### src/rtl/assert_macros.svh
// ----------------------------------------------------------------------------
// Assertion macros
// Shared concurrent assertion helpers for the window median filter RTL.
// ----------------------------------------------------------------------------
`ifndef ASSERT_MACROS_SVH
`define ASSERT_MACROS_SVH

`ifndef SYNTHESIS

// Property must hold at every clock edge outside reset.
`define RWM_ASSERT(lbl, clk, rstn, prop) \
  lbl: assert property (@(posedge clk) disable iff (!rstn) (prop)) \
    else $error("%m: assertion failed");

// Consequent must hold in the cycle after the antecedent.
`define RWM_ASSERT_NEXT(lbl, clk, rstn, ante, cons) \
  lbl: assert property (@(posedge clk) disable iff (!rstn) (ante) |=> (cons)) \
    else $error("%m: assertion failed");

`else

`define RWM_ASSERT(lbl, clk, rstn, prop)
`define RWM_ASSERT_NEXT(lbl, clk, rstn, ante, cons)

`endif

`endif

### src/rtl/rwm_pkg.sv
// ----------------------------------------------------------------------------
// rwm_pkg
// Shared constants, types and helpers of the RGB window median filter.
// ----------------------------------------------------------------------------
package rwm_pkg;

  localparam int unsigned WINDOW_DEF    = 3;
  localparam int unsigned MAX_WIDTH_DEF = 1024;

  localparam int unsigned PIX_W     = 8;
  localparam int unsigned PIXEL_W   = 3 * PIX_W;
  localparam int unsigned CFG_W     = 11;
  localparam int unsigned ROW_W     = 12;
  localparam int unsigned COL_OUT_W = 10;

  localparam logic [CFG_W-1:0] WIDTH_RESET = 11'd640;
  localparam logic [ROW_W-1:0] ROW_MAX     = 12'd4095;

  // Channel lanes inside a packed pixel word.
  localparam int unsigned CH_BLUE  = 0;
  localparam int unsigned CH_GREEN = 1;
  localparam int unsigned CH_RED   = 2;

  typedef struct packed {
    logic                 valid;
    logic [COL_OUT_W-1:0] col;
    logic [ROW_W-1:0]     row;
  } meta_t;

  typedef struct packed {
    logic [PIX_W-1:0]     red;
    logic [PIX_W-1:0]     green;
    logic [PIX_W-1:0]     blue;
    logic [COL_OUT_W-1:0] col;
    logic [ROW_W-1:0]     row;
  } result_t;

  typedef enum logic [1:0] {
    BUF_EMPTY,
    BUF_ONE,
    BUF_FULL
  } buf_fill_e;

  // Row counter increment that sticks at its top value.
  function automatic logic [ROW_W-1:0] row_inc(input logic [ROW_W-1:0] row);
    logic [ROW_W-1:0] res;
    res = (row == ROW_MAX) ? row : row + ROW_W'(1);
    return res;
  endfunction

endpackage

### src/rtl/rwm_median_sort.sv
// ----------------------------------------------------------------------------
// rwm_median_sort
// Pipelined odd-even transposition sort per color channel; the middle
// element of the last pass is the median.
// ----------------------------------------------------------------------------
module rwm_median_sort
  import rwm_pkg::*;
#(
  parameter int unsigned WINDOW = WINDOW_DEF
) (
  input  logic                              clk_i,
  input  logic                              rst_ni,
  input  logic                              en_i,
  input  logic [WINDOW*WINDOW*PIXEL_W-1:0]  win_i,
  input  meta_t                             meta_i,
  output logic [PIX_W-1:0]                  red_o,
  output logic [PIX_W-1:0]                  green_o,
  output logic [PIX_W-1:0]                  blue_o,
  output meta_t                             meta_o
);

  localparam int unsigned TAPS = WINDOW * WINDOW;
  localparam int unsigned MID  = TAPS / 2;

  logic [TAPS*PIXEL_W-1:0] cur   [TAPS];
  logic [TAPS*PIXEL_W-1:0] nxt   [TAPS];
  logic [TAPS*PIXEL_W-1:0] stg_q [TAPS];
  meta_t                   meta_q [TAPS];

  always_comb begin
    cur[0] = win_i;
    for (int p = 1; p < TAPS; p++) begin
      cur[p] = stg_q[p-1];
    end
  end

  // Each pass compares disjoint neighbor pairs, alternating even and odd.
  always_comb begin
    logic [PIX_W-1:0] lo;
    logic [PIX_W-1:0] hi;
    for (int p = 0; p < TAPS; p++) begin
      nxt[p] = cur[p];
      for (int ch = 0; ch < 3; ch++) begin
        for (int i = p % 2; i + 1 < TAPS; i += 2) begin
          lo = cur[p][PIXEL_W*i + PIX_W*ch +: PIX_W];
          hi = cur[p][PIXEL_W*(i+1) + PIX_W*ch +: PIX_W];
          if (lo > hi) begin
            nxt[p][PIXEL_W*i + PIX_W*ch +: PIX_W]     = hi;
            nxt[p][PIXEL_W*(i+1) + PIX_W*ch +: PIX_W] = lo;
          end
        end
      end
    end
  end

  always_ff @(posedge clk_i) begin
    if (en_i) begin
      for (int p = 0; p < TAPS; p++) begin
        stg_q[p] <= nxt[p];
      end
    end
  end

  always_ff @(posedge clk_i or negedge rst_ni) begin
    if (!rst_ni) begin
      for (int p = 0; p < TAPS; p++) begin
        meta_q[p].valid <= 1'b0;
      end
    end else if (en_i) begin
      meta_q[0] <= meta_i;
      for (int p = 1; p < TAPS; p++) begin
        meta_q[p] <= meta_q[p-1];
      end
    end
  end

  assign red_o   = stg_q[TAPS-1][PIXEL_W*MID + PIX_W*CH_RED   +: PIX_W];
  assign green_o = stg_q[TAPS-1][PIXEL_W*MID + PIX_W*CH_GREEN +: PIX_W];
  assign blue_o  = stg_q[TAPS-1][PIXEL_W*MID + PIX_W*CH_BLUE  +: PIX_W];
  assign meta_o  = meta_q[TAPS-1];

endmodule

### config.mk
export PLATFORM = sky130hd
export DESIGN_NAME = rwm_median_sort
export DESIGN_NICKNAME = d
export VERILOG_FILES = /design/src/rtl/assert_macros.svh /design/src/rtl/rwm_pkg.sv /design/src/rtl/rwm_median_sort.sv
export SDC_FILE = /design/constraint.sdc
export NUM_CORES = 2
export LEC_CHECK = 0
export BUFFER_PORTS_ARGS = -buffer_cell sky130_fd_sc_hd__buf_2
export CAP_MARGIN = 20
export CORE_ASPECT_RATIO = 1.25
export CORE_MARGIN = 3
export CORE_UTILIZATION = 45
export CTS_CLUSTER_DIAMETER = 100
export CTS_CLUSTER_SIZE = 8
export DETAILED_ROUTE_END_ITERATION = 10
export PLACE_DENSITY = 0.67
export SLEW_MARGIN = 20
export SYNTH_ARGS = -nofsm -noshare
export SYNTH_HDL_FRONTEND = slang
export SYNTH_SLANG_ARGS = --single-unit
### constraint.sdc
create_clock -name clk_i -period 4.7 [get_ports clk_i]
set_input_delay 0.47 -clock clk_i [delete_from_list [all_inputs] [get_ports clk_i]]
set_output_delay 0.47 -clock clk_i [all_outputs]
set_load 0.03 [all_outputs]
# --- Word level (Yosys, flattened, before mapping) ---
# Memories as Yosys holds them, arrays and structs flattened.
# Cells that the tools add are included.
totals:
  word_cells: 355
  input_bits: 242
  output_inout_bits: 47
  n_memories: 1
  register_bits: 207
  ramBits: 1944
mem_list:
  columns: ["memory", "words", "word_bits", "read_ports", "rd_clocked_by_memory_dff", "wr", "line", "rtl"]
  rows:
  - ["stg_q", 9, 216, 9, 0, 9, "rwm_median_sort.sv:27", "logic [TAPS*PIXEL_W-1:0] stg_q [TAPS];"]
classes:
  n_mux: 218
  reduce_logical: 1
  order_cmp: 108
ops:
  columns: ["op", "count"]
  rows:
  - ["8-bit two-way mux", 216]
  - ["8-bit greater-than comparator", 108]
  - ["1-bit two-way mux", 2]
  - ["2-bit AND reduction", 1]

# --- Depth between registers and ports, before layout ---
logic_depth:
  word_depth: 2
  depth_mapped: 9
  mapped_depth_nobuf: 7

# --- Worst setup path after synthesis ---
# No wires, ideal clock.
synth_path:
  kind: "in2reg"
  start: "input en_i"
  end: "register meta_q, in the netlist meta_o[0] (enable)"
  t_required_ps: 4118
  path_slack_ps: -1238
  stages: 2
  t_arrival_ps: 5356
  path_buffers: 1
  setup_time_ps: 582
  path_cell_list: "clkbuf_1 > and2_1"
synth_between:
  elab_chain_cells: 1
synth_lines:
  columns: ["item", "line", "rtl"]
  rows:
  - ["from (decl)", "rwm_median_sort.sv:13", "input logic en_i,"]
  - ["2-bit AND reduction (no source line)", null, null]
  - ["to (signal, indexed assignment)", "rwm_median_sort.sv:72", "meta_q[p] <= meta_q[p-1];"]
  - ["to (decl)", "rwm_median_sort.sv:28", "meta_t meta_q [TAPS];"]
# No other way between the ends.
# A chain may end at the register's enable or synchronous reset.

==> metrics.yaml <==
p_sw_mw: 22.4
clock-skew-final_ns: 0.0483
die-area_sq_um: 199000
synth_xor_area_share_pct: 0
combPwrFrac_pct: 38.3
clkPwrFrac_pct: 22.0
drt_iter0_drc: 3732
core_sq_um: 193000
layout_commonest_cell: "edfxtp_1"
htreeDepth: 4
grt_overflow: 0
slew_violations: 0
worst_pin_slew_ns: 1.08
wl_per_cell_um: 18.1
die_x_um: 400
clk_pin_slew_ns: 0.06
grt_pass1_vias: 57951
drtPass1Iterations: 5
layout_common_cells: "edfxtp_1, inv_1, ha_1, o22ai_1, a21oi_1"
syn-num-nets: 7819
dp_hpwl_mm: 123
p_leak_nw: 38.5
postRouteAntennaNets: 0
intPower_mw: 39.8
synthMuxAreaShare_pct: 9.98
postCtsSetupRepairBufs: 0
grt_pass1_wl_mm: 294
clk_latency_ns: 0.82
setup_viol: 0
postSynthCellCount: 6857
yosys.area_share.adder_pct: 10.3
via_per_inst: 5.75
yosysUniqueCellTypes: 42
seq_area_frac_synth_pct: 54.2
ys_ff_latch: 1575
peakVddDrop_v: 0.000343
clk_path_buf_depth: 3
row_count: 180
fp.dieH_um: 498
antenna_found_initial: 1
start_util_pct: 45.3
crit_type: "reg2reg"
crit_path_end_kind: "flip-flop"
status: "completed"
maxCapViolations: 0
area_growth_pct: 14.3
final.min_clock_period_ns: 3.06
grt_max_degree: 184
synthSimpleGateAreaFrac_pct: 4.54
setup_tns_ns: 0
hold_buffers: 322
drive_above_1_share_pct: 13.6
power.density_nw_per_um2: 623
required_ns: 5.28
drc: 0
synth_area_sq_um: 87200
preCtsSetupSlack_ns: 1.75
ctsRootBufferMaster: "clkbuf_16"
num-nets-final: 8446
synth_compound_area_share_pct: 16.2
cts_buffers: 215
dr_total_vias: 57866
seqPwrFrac_pct: 39.7
ios: 289
cts_resized: 0
clock-sinks: 1575
avgSynthCellArea_sq_um: 12.7
yosysWarnings: 0
min_path_type: "in2reg"
cts_tree: "done"
io_buffers: 288
grt_usage_pct: 17.9
fmax_mhz: 327
cp.arrival_ns: 3.64
fillers: 15913
rsz0062_at_grt: "no"
fin_crit_sh_pct: 65.0
crit_fanout: 18
synth_top_family_by_area: "compound AO/OA/AOI/OAI gates"
switching_share_pct: 36.0
crit_path_start_kind: "flip-flop"
fin_ws_ns: 1.64
max_slew_margin_pct: 27.9
place_congestion: 0.844
wl_mm: 182
hold_viol_final: 0
-- power by group through the flow --
stage               clock network (mW)  registers, mW  logic [mW]
global placement                     0           24.7        22.3
global route                      14.7           25.1        26.6
detailed placement                   0           24.8        23.2
finish                            13.7           24.6        23.8
floorplan                            0           23.5        18.9
CTS                               14.1           24.6        23.7
-- worst max-delay path, cell delays in order, from the launching register on --
cell	delay [ns]
edfxtp_1	0.47
ha_1	0.38
nand4_1	0.61
o21ai_2	0.85
o22ai_1	0.20
a21oi_1	0.30
-- metal layers --
metal	GRT usage [%]	share of wire [%]	up-vias
met2	32.1	51	1399
met3	2.69	3.9	439
met5	0	0	-
li1	-	-	27977
met4	6.94	3.6	0
met1	21.4	41	28051
-- cell type report --
class / count / area (sq um) / area share [%]
sequential: 1575 / 47300 / 47.4
inverter: 726 / 2730 / 2.74
tap: 2548 / 3190 / 3.20
antenna: 1 / 2.50 / 0.00251
clock inverter: 13 / 288 / 0.289
timing repair buffer: 628 / 4930 / 4.95
multi-input combinational: 4338 / 35800 / 35.9
clock buffer: 232 / 5490 / 5.51
-- synth_stat cells (all sizes together) --
cell | n | area share (%)
edfxtp | 1566 | 54
o22ai | 780 | 6.3
mux2 | 773 | 10
inv | 726 | 3.1
ha | 720 | 10
a21oi | 660 | 3.8
o21ai | 283 | 2.0
nand2 | 239 | 1.0
buf | 165 | 1.4
nor2 | 165 | 0.71
nand4 | 130 | 0.93
a211oi | 91 | 0.78
o221a | 84 | 1.1
o211ai | 72 | 0.64
and4 | 70 | 0.76
nor2b | 64 | 0.46
clkbuf | 53 | 0.23
or2 | 45 | 0.32
a21boi | 42 | 0.36
and2 | 21 | 0.21
a311o | 20 | 0.46
o21a | 20 | 0.17
a221oi | 16 | 0.16
a22o | 16 | 0.16
dfrtp | 9 | 0.26
o32ai | 7 | 0.22
a21o | 6 | 0.052
nand3b | 6 | 0.052
and3b | 4 | 0.040
or3 | 4 | 0.029
-- registers in the layout, indices dropped and copies added (netlist names) --
name,cells
meta_q,184
meta_o,23
stg_q,1368
-- kinds of logic (layout without fill, tap and decap cells) --
| logic type | Yosys count | in the layout |
|---|---|---|
| AOI/OAI and AO/OA | 2097 | 2097 |
| adders and majority gates | 720 | 720 |
| buffers and inverters | 944 | 1599 |
| DFF | 1575 | 1575 |
| muxes | 773 | 773 |
| other | 0 | 1 |
| and+or+nand+nor | 748 | 748 |
-- through the flow --
stage	area (sq um)	std cells	hold slack, ns	power [mW]	utilization [%]
floorplan	87200	6857	0.174	42.5	-
global placement	90600	9493	0.331	47.1	47.1
detailed placement	90600	9493	0.334	48.0	47.1
CTS	99600	10060	0.00272	62.5	51.7
global route	99600	10061	0.0277	66.4	51.7
finish	99600	10061	0.0802	62.1	51.7
-- path summary, 6_finish.rpt --
path | startpoint | endpoint | slack, ns | cells after the start
max | stg_q[0][755] | stg_q[0][993] | 1.64 | 5
min in group asynchronous | rst_ni | meta_q[183] | 0.66 | 3
min reg2reg | stg_q[0][419] | stg_q[0][635] | 0.39 | 0
min | win_i[135] | stg_q[0][111] | 0.08 | 2
max reg2reg | stg_q[0][755] | stg_q[0][993] | 1.64 | 5
max in group asynchronous | rst_ni | meta_q[160] | 3.76 | 3
Power figures use the tool's default switching activity.
