$ cat config.mk
export PLATFORM = sky130hd
export DESIGN_NAME = rwm_out_buffer
export DESIGN_NICKNAME = d
export VERILOG_FILES = /design/src/rtl/rwm_pkg.sv /design/src/rtl/rwm_out_buffer.sv
export VERILOG_INCLUDE_DIRS = /design/src /design/src/rtl
export SDC_FILE = /design/constraint.sdc
export NUM_CORES = 1
export LEC_CHECK = 0
export ABC_AREA = 1
export BUFFER_PORTS_ARGS = -buffer_cell sky130_fd_sc_hd__buf_4
export CAP_MARGIN = 30
export CORE_MARGIN = 2
export CORE_UTILIZATION = 54
export CTS_CLUSTER_DIAMETER = 30
export DETAILED_ROUTE_END_ITERATION = 6
export PLACE_DENSITY = 0.93
export SETUP_SLACK_MARGIN = 0.5
export SYNTH_ARGS = -nofsm -noshare
export SYNTH_HDL_FRONTEND = slang
export SYNTH_SLANG_ARGS = --single-unit
$ cat constraint.sdc
create_clock -name clk_i -period 8.7 [get_ports clk_i]
set_input_delay 0 -clock clk_i [delete_from_list [all_inputs] [get_ports clk_i]]
set_output_delay 0 -clock clk_i [all_outputs]
set_load 0.02 [all_outputs]
$ cat src/rtl/assert_macros.svh
// ----------------------------------------------------------------------------
// Assertion macros
// Shared concurrent assertion helpers for the window median filter RTL.
// ----------------------------------------------------------------------------
`ifndef ASSERT_MACROS_SVH
`define ASSERT_MACROS_SVH

`ifndef SYNTHESIS

// Property must hold at every clock edge outside reset.
`define RWM_ASSERT(lbl, clk, rstn, prop) \
  lbl: assert property (@(posedge clk) disable iff (!rstn) (prop)) \
    else $error("%m: assertion failed");

// Consequent must hold in the cycle after the antecedent.
`define RWM_ASSERT_NEXT(lbl, clk, rstn, ante, cons) \
  lbl: assert property (@(posedge clk) disable iff (!rstn) (ante) |=> (cons)) \
    else $error("%m: assertion failed");

`else

`define RWM_ASSERT(lbl, clk, rstn, prop)
`define RWM_ASSERT_NEXT(lbl, clk, rstn, ante, cons)

`endif

`endif

$ cat src/rtl/rwm_pkg.sv
// ----------------------------------------------------------------------------
// rwm_pkg
// Shared constants, types and helpers of the RGB window median filter.
// ----------------------------------------------------------------------------
package rwm_pkg;

  localparam int unsigned WINDOW_DEF    = 3;
  localparam int unsigned MAX_WIDTH_DEF = 1024;

  localparam int unsigned PIX_W     = 8;
  localparam int unsigned PIXEL_W   = 3 * PIX_W;
  localparam int unsigned CFG_W     = 11;
  localparam int unsigned ROW_W     = 12;
  localparam int unsigned COL_OUT_W = 10;

  localparam logic [CFG_W-1:0] WIDTH_RESET = 11'd640;
  localparam logic [ROW_W-1:0] ROW_MAX     = 12'd4095;

  // Channel lanes inside a packed pixel word.
  localparam int unsigned CH_BLUE  = 0;
  localparam int unsigned CH_GREEN = 1;
  localparam int unsigned CH_RED   = 2;

  typedef struct packed {
    logic                 valid;
    logic [COL_OUT_W-1:0] col;
    logic [ROW_W-1:0]     row;
  } meta_t;

  typedef struct packed {
    logic [PIX_W-1:0]     red;
    logic [PIX_W-1:0]     green;
    logic [PIX_W-1:0]     blue;
    logic [COL_OUT_W-1:0] col;
    logic [ROW_W-1:0]     row;
  } result_t;

  typedef enum logic [1:0] {
    BUF_EMPTY,
    BUF_ONE,
    BUF_FULL
  } buf_fill_e;

  // Row counter increment that sticks at its top value.
  function automatic logic [ROW_W-1:0] row_inc(input logic [ROW_W-1:0] row);
    logic [ROW_W-1:0] res;
    res = (row == ROW_MAX) ? row : row + ROW_W'(1);
    return res;
  endfunction

endpackage

$ cat src/rtl/rwm_out_buffer.sv
// ----------------------------------------------------------------------------
// rwm_out_buffer
// Two-word output buffer: an output register plus a skid register.
// ----------------------------------------------------------------------------
`include "assert_macros.svh"

module rwm_out_buffer
  import rwm_pkg::*;
(
  input  logic    clk_i,
  input  logic    rst_ni,
  input  logic    push_i,
  input  result_t data_i,
  output logic    space_o,
  output logic    out_valid_o,
  input  logic    out_stall_i,
  output result_t data_o
);

  buf_fill_e fill_q, fill_d;
  result_t   head_q, head_d;
  result_t   skid_q, skid_d;
  logic      pop;

  assign out_valid_o = (fill_q != BUF_EMPTY);
  assign pop         = out_valid_o && !out_stall_i;

  always_comb begin
    fill_d = fill_q;
    head_d = head_q;
    skid_d = skid_q;
    unique case (fill_q)
      BUF_EMPTY: begin
        if (push_i) begin
          head_d = data_i;
          fill_d = BUF_ONE;
        end
      end
      BUF_ONE: begin
        priority if (pop && push_i) begin
          head_d = data_i;
        end else if (pop) begin
          fill_d = BUF_EMPTY;
        end else if (push_i) begin
          skid_d = data_i;
          fill_d = BUF_FULL;
        end
      end
      BUF_FULL: begin
        if (pop) begin
          head_d = skid_q;
          fill_d = BUF_ONE;
        end
      end
      default: begin
        fill_d = BUF_EMPTY;
      end
    endcase
  end

  always_ff @(posedge clk_i or negedge rst_ni) begin
    if (!rst_ni) begin
      fill_q <= BUF_EMPTY;
    end else begin
      fill_q <= fill_d;
    end
  end

  always_ff @(posedge clk_i) begin
    head_q <= head_d;
    skid_q <= skid_d;
  end

  assign space_o = (fill_q != BUF_FULL);
  assign data_o  = head_q;

  `RWM_ASSERT(a_no_push_when_full, clk_i, rst_ni, !push_i || (fill_q != BUF_FULL))
  `RWM_ASSERT_NEXT(a_drain_last_word, clk_i, rst_ni,
                   (fill_q == BUF_ONE) && !out_stall_i && !push_i, fill_q == BUF_EMPTY)

endmodule

After elaboration in Yosys (flattened, before gate mapping)
Cells that the tools add are included.
- reduce and logical (&&, ||, !) cells: 9
- multiplexer cells: 10
- eq/ne operators: 8
- bitwise logic cells: 2
- operator list (cell ; number):
    $mux 46 ; 3
    $pmux 46 s3 ; 1
    $reduce_and 4->1 ; 3
    $mux 2 ; 5
    $ne 2x2->1 const B ; 5
    $pmux 2 s3 ; 1
    $ne 3x3->1 const B ; 1
    $reduce_bool 3->1 ; 1
    $eq 2x1->1 const B ; 1
    $eq 2x2->1 const B ; 1
    $logic_and 1x1->1 ; 2
    $logic_not 2->1 ; 1
    $not 1->1 ; 2
    $reduce_bool 2->1 ; 1
    $logic_not 1->1 ; 1
- bits in registers: 94
- word-level logic and storage cells: 40

Longest topological paths before layout
Gate-level depths: netlist (run 1).
- depth after elaboration: 5
- depth in mapped cells: 6

Least setup slack after synthesis (run 1)
OpenSTA, ideal clock, no wires.
- path type: flip-flop to flip-flop
- start: register fill_q[1]
- end: register skid_q[0] (netlist name), enable pin
- buffers on the path: 1
- required time: 8.251 ns
- arrival time: 2.649 ns
- cell stages (with the launch flop): 5
- clock period less this slack: 3.098 ns
- setup slack: 5.602 ns
- cell sequence: dfrtp_1 buf_4 inv_1 nand3_1 nor2_1
- word-level cells in the longest chain between the ends: 5
- elaborated cells on any way between the ends: 7
- ends and longest elaborated chain (what ; line ; source):
    start, declared ; rwm_out_buffer.sv:20 ; buf_fill_e fill_q, fill_d;
    start signal, assigned ; rwm_out_buffer.sv:65 ; fill_q <= fill_d;
    $reduce_bool 2->1 ; rwm_out_buffer.sv:25 ; assign out_valid_o = (fill_q != BUF_EMPTY);
    $logic_and 1x1->1 ; rwm_out_buffer.sv:26 ; assign pop = out_valid_o && !out_stall_i;
    $logic_and 1x1->1 ; rwm_out_buffer.sv:40 ; priority if (pop && push_i) begin
    $not 1->1 (no line) ; n/a ;
    $reduce_and 4->1 (no line) * ; n/a ;
    end signal, assigned ; rwm_out_buffer.sv:71 ; skid_q <= skid_d;
    end, declared ; rwm_out_buffer.sv:22 ; result_t skid_q, skid_d;
Every way passes the cells marked *; elsewhere a longest branch is shown, timed or not.
A chain may end at the register's enable or synchronous reset.

Final worst setup path (run 1)
- start: register fill_q[0]
- end: output port space_o
- word-level cells in the longest chain between the ends: 1
- ends and longest elaborated chain (what ; line ; source):
    $ne 2x2->1 ; rwm_out_buffer.sv:74 ; assign space_o = (fill_q != BUF_FULL);
    end, declared ; rwm_out_buffer.sv:14 ; output logic space_o,
No other way between the ends.

==> results of run 1 <==
stage by stage:
stage | power, mW | cells | setup slack [ns] | hold WS [ns] | utilization, %
4_1_cts | 1.42 | 493 | 6.11 | 0.0209 | 78.1
2_1_floorplan | 0.967 | 267 | 5.60 | -0.296 | -
3_5_place_dp | 1.15 | 427 | 6.12 | -0.215 | 67.5
5_1_grt | 1.49 | 493 | 5.92 | 0.0512 | 78.1
3_3_place_gp | 1.13 | 427 | 6.30 | -0.215 | 67.5
6_report | 1.42 | 493 | 6.10 | 0.0362 | 78.1
per-layer routing:
layer | global-route usage, % | up-vias
li1 | - | 1219
met1 | 27.4 | 1244
met2 | 41.7 | 138
met3 | 3.60 | 23
met4 | 11.3 | 0
met5 | 0 | -
cell type report:
type / count / area share [%]
clock inverters: 6 / 0.953
inverters: 6 / 0.451
repair buffers: 148 / 24.8
multi-input cells: 152 / 12.9
clock buffers: 10 / 2.56
flip-flops and latches: 94 / 56.4
well taps: 77 / 1.93
cells in the mapped netlist:
| cell type | count |
|---|---|
| nand4_1 | 1 |
| dfrtp_1 | 2 |
| buf_2 | 6 |
| inv_1 | 5 |
| nand2_1 | 99 |
| edfxtp_1 | 92 |
| nand3_1 | 48 |
| buf_6 | 4 |
| nor2_1 | 3 |
| o21ai_0 | 1 |
| inv_2 | 1 |
| buf_4 | 5 |
worst max-delay path: cells and delay by family (launching register included):
kind,cells,cell delay (ns)
DFF,1,0.44
buffers and inverters,2,1.02
and+or+nand+nor,1,0.77
cell families (layout without fill, tap and decap cells):
| logic type | Yosys count | after routing | synth area share, % |
|---|---|---|---|
| buf+inv | 21 | 170 | 3.77 |
| flops | 94 | 94 | 78.5 |
| simple gates | 151 | 151 | 17.6 |
| compound gates | 1 | 1 | 0.140 |
final timing paths:
| path | startpoint | to | slack, ns |
|---|---|---|---|
| min reg2reg | skid_q[1] | data_o[1] | 0.55 |
| min | push_i | fill_q[1] | 0.04 |
| max in group asynchronous | rst_ni | fill_q[1] | 8.04 |
| max | fill_q[0] | space_o | 6.10 |
| max reg2reg | fill_q[1] | data_o[11] | 6.11 |
| min in group asynchronous | rst_ni | fill_q[1] | 0.51 |
state kept, by name, summed over array words and instances (netlist names):
register / flops
data_o: 46
fill_q: 2
skid_q: 46
where the power goes:
group          leakage [nW]  internal, mW  switching [mW]  total, mW
clock                0.0751         0.105           0.154      0.260
sequential            0.893         0.653          0.0565      0.710
combinational          1.12         0.159           0.295      0.454
total                  2.09         0.918           0.506       1.42
timing repair:
item / 4_1_cts / 5_1_grt
setup buffers: 0 / 0
hold buffers: 50 / 0
gates resized for setup: 0 / 0
endpoints found under the hold margin: 96 / 0
==> flow_summary.toml, run 1 <==
[placement]
portBuffers = 97
place_hpwl_um = 4660
finalWeightedCongestion = 0.704
place_area_mm2 = 0.00431

[layout]
fin_area_mm2 = 0.00499
multi_input_area_um2 = 644
fillers = 381
antennaDiodeCount = 0
drive_gt1_share_pct = 28.4
regArea_mm2 = 0.00281
mostFrequentLayoutCells = "nand2_1 (98), buf_4 (98), edfxtp_1 (92), dlygate4sd3_1 (50), nand3_1 (48)"
syn_to_final_growth_pct = 39.3
layout.nets = 461

[sta]
setup_viol = 0
rsz0062_at_grt = "false"
clock_skew_ns = 0.00776
fmax_mhz = 385
hold_viol = 0
slew_headroom_pct = 35.0
fin_crit_sh_pct = 29.8
tightest_slew_ns = 0.974
period_minus_slack_ns = 2.60
fin_setup_tns_ns = 0
finalMaxSlewViolations = 0

[routing]
antenna_left = 0
routed.top_layer = "met4"
dr_wl_met3_um = 494
wirelength_um = 8280
routed_via_density = 5.32
drc = 0
wl_met2_um = 4430
first_pass_iters = 4
first_iter_violations = 194
via_count = 2624
wl_met1_um = 3090
wl_per_cell_um = 16.8

[worst_setup_path]
crit_path_end_kind = "primary output"
r2r_cells = 6
worst_path_largest_cell_delay_ns = 0.77
critical_path_class = "register to primary output"
start_kind = "register"
required_ns = 8.70
slowest_stage = "nand2_2"
cp_cell_sequence = "inv_2, nand2_2, buf_4"
arrival_ns = 2.60
critical_path_peak_fanout = 48

[clock_network]
root_buffer = "clkbuf_8"
cts.path.max_buffers = 2
path_clk_slew_ns = 0.09
numCtsBuffers = 9
h-tree-depth = 3
cts_tree = "done"
cts.sinks = 94
clock_latency_ns = 0.35

[job]
cap_violations = 0

[floorplan]
pin_count = 98
fp-row-count = 29
die_x_um = 85.4
core_mm2 = 0.00639
fp.dieH_um = 85.4
initial_utilization_pct = 56.1
fp.dieArea_mm2 = 0.00730

[outcome]
outcome = "completed"

[pwr]
leakagePower_nw = 2.09
power_density_mw_per_mm2 = 285
peakVddDrop_v = 0.000307

[logic_synthesis]
synthDistinctLibCells = 12
yosys-top-cells-area = "edfxtp_1 (77%), nand2_1 (10%), nand3_1 (6.7%)"
synth_top_cell_by_area = "edfxtp_1"
yosys_warnings = 0
synth_top_area_share_pct = 77.1
netlist_area_mm2 = 0.00358
synth.ff_latch_count = 94
avgSynthCellArea_um2 = 13.4
synthCells = 267
yosysSeqAreaShare_pct = 78.5
synth_nets = 317

[hold_path]
whs_path_depth = 3
hold_class = "input port to register"

[global_route]
antenna_found_initial = 0
grt_max_degree = 52
grt_pass1_wl_um = 12700
grt_overflow = 0
grt_pass1_vias = 2596
grtUsageTotal_pct = 23.3
(Power assumes the default switching activity.)
==> run 2, diff against run 1 <==
CORE_UTILIZATION = 47   (was 54)
PLACE_DENSITY = 0.87   (was 0.93)
clock period = 2.1 ns   (was 8.7 ns; I/O delays follow)
==> run 2 against run 1 <==
Against the previous run:
- power grew to 4.5 times the previous value
- clock skew is 0.0015 ns lower
- non-clock buffer count is 14 higher
- sequential power grew to 4.0 times the previous value
- clock-buffer cell count is 1 higher
- worst hold slack worse by 0.0074 ns
- first-iteration DRC count is 12% higher
==> flow_summary.toml, run 2 (synthesis gave the netlist of run 1 again) <==
[worst_setup_path]
required_ns = 2.13
cp_cell_sequence = "nand3_1, nand2_1, inv_1, nand2_2, clkinvlp_4, buf_8"
crit_buf_inv = 3
cp_top_family = "flip-flops"
start_kind = "register"
critical_path_class = "register to register"
critical_path_peak_fanout = 31
crit_path_end_kind = "register"
r2r_cells = 6
r2r_setup_slack_ns = 0.56
timing.rr.start = "fill_q[1]"
slowest_stage = "dfrtp_4"
arrival_ns = 1.57
r2r_end = "data_o[41]"
worst_path_largest_cell_delay_ns = 0.53

[floorplan]
pin_count = 98
initial_utilization_pct = 48.9
fp.dieH_um = 91.3
core_mm2 = 0.00733
die_x_um = 91.3
fp-row-count = 31
fp.dieArea_mm2 = 0.00834

[layout]
mostFrequentLayoutCells = "buf_4 (108), nand2_1 (97), edfxtp_1 (92), dlygate4sd3_1 (49), nand3_1 (47)"
antennaDiodeCount = 0
mostFrequentLayoutCell = "buf_4"
drive_gt1_share_pct = 31.4
syn_to_final_growth_pct = 47.0
layout.nets = 475
fillers = 471
post-route-util_pct = 71.8
fin_cells = 529

[placement]
place_inst = 457
place_hpwl_um = 4790
portBuffers = 97
finalWeightedCongestion = 0.675

[sta]
rsz0062_at_grt = "true"
fin_crit_sh_pct = 73.3
tightest_slew_ns = 0.296
setup_viol = 0
fin_setup_tns_ns = 0
clock_skew_ns = 0.00630
period_minus_slack_ns = 1.54
hold_viol = 0
finalMaxSlewViolations = 0
fmax_mhz = 650
slew_headroom_pct = 80.2

[global_route]
antenna_found_initial = 0
grt_overflow = 0
grt_max_degree = 32
grtUsageTotal_pct = 18.4
grt_pass1_wl_um = 11800
grt_pass1_vias = 2514

[routing]
first_iter_violations = 218
via_count = 2616
first_pass_iters = 4
antenna_left = 0
wl_per_cell_um = 15.0
drc = 0
routed_via_density = 4.95
wirelength_um = 7940

[clock_network]
numCtsBuffers = 9
path_clk_slew_ns = 0.08
clock_latency_ns = 0.35
cts.sinks = 94
root_buffer = "clkbuf_8"
h-tree-depth = 3
cts_tree = "done"
cts.path.max_buffers = 2

[hold_path]
hold_class = "input port to register"
worst_hold_path.endpoint = "fill_q[0]"
min-delay-start = "push_i"
whs_path_depth = 5

[pwr]
peakVddDrop_v = 0.000636
leakagePower_nw = 2.22
finalPower_mw = 6.37
power_density_mw_per_mm2 = 1210

[job]
cap_violations = 0

[outcome]
outcome = "completed"
-- run 2: changes by cell type in the layout (fill, tap and decap cells not counted), sizes merged --
cell / change
buf: +14
clkbuf: +2
inv: -2
clkinvlp: -3
bufinv: +3
dlygate4sd3: -1
clkinv: +1
-- run 2: repair_timing --
item | in CTS | in global routing
resized for setup | 5 | 5
endpoints found under the setup margin | 96 | 47
setup buffers | 2 | 4
cloned | 0 | 1
hold buffers | 49 | 0
hold endpoints to repair | 96 | 0
pin swaps | 1 | 0
-- run 2: worst max path at each step --
stage,start,slack [ns],end,depth (start not counted)
after floorplan,fill_q[1],0.27,skid_q[0],4
after global placement,fill_q[1],0.44,data_o[7],7
after detailed placement,fill_q[1],0.38,data_o[8],7
after CTS,fill_q[0],0.47,space_o,5
after global routing,fill_q[1],0.46,data_o[13],6
final,fill_q[1],0.56,data_o[41],6
-- run 2: cell type report --
cell class                      count  area [µm²]  share of cell area [%]
Multi-Input combinational cell    152         668                    12.7
Sequential cell                    94        2820                    53.5
Clock buffer                       11         131                    2.49
Tap cell                           99         124                    2.35
Timing Repair Buffer              162        1400                    26.6
Clock inverter                      5        97.6                    1.85
Inverter                            6        26.3                   0.499
-- run 2: worst register-to-register path, stage by stage (launching register included) --
cell        delay (ns)
dfrtp_4           0.53
nand3_1           0.12
nand2_1           0.08
inv_1             0.09
nand2_2           0.08
clkinvlp_4        0.09
buf_8             0.22
-- run 2: per-layer routing --
metal	part of all wire (%)	global-route usage, %	vias up
met5	0	0	-
met4	1.7	7.70	0
met1	39	22.0	1249
li1	-	-	1250
met3	6.4	3.90	13
met2	53	32.4	104
-- run 2: stage by stage --
step / hold slack, ns / area [µm²] / setup WS, ns
after global routing: 0.0460 / 5270 / 0.456
after detailed placement: -0.213 / 4440 / 0.377
after floorplan: -0.296 / 3600 / 0.274
after global placement: -0.216 / 4440 / 0.445
final: 0.0288 / 5270 / 0.561
after CTS: 0.0126 / 5190 / 0.471
-- run 2: power by group --
part / leakage (nW) / total [mW] / switching (mW) / internal (mW)
Combinational: 1.22 / 2.16 / 1.31 / 0.844
Sequential: 0.892 / 2.86 / 0.158 / 2.70
Clock: 0.113 / 1.35 / 0.569 / 0.784
Total: 2.22 / 6.37 / 2.04 / 4.33
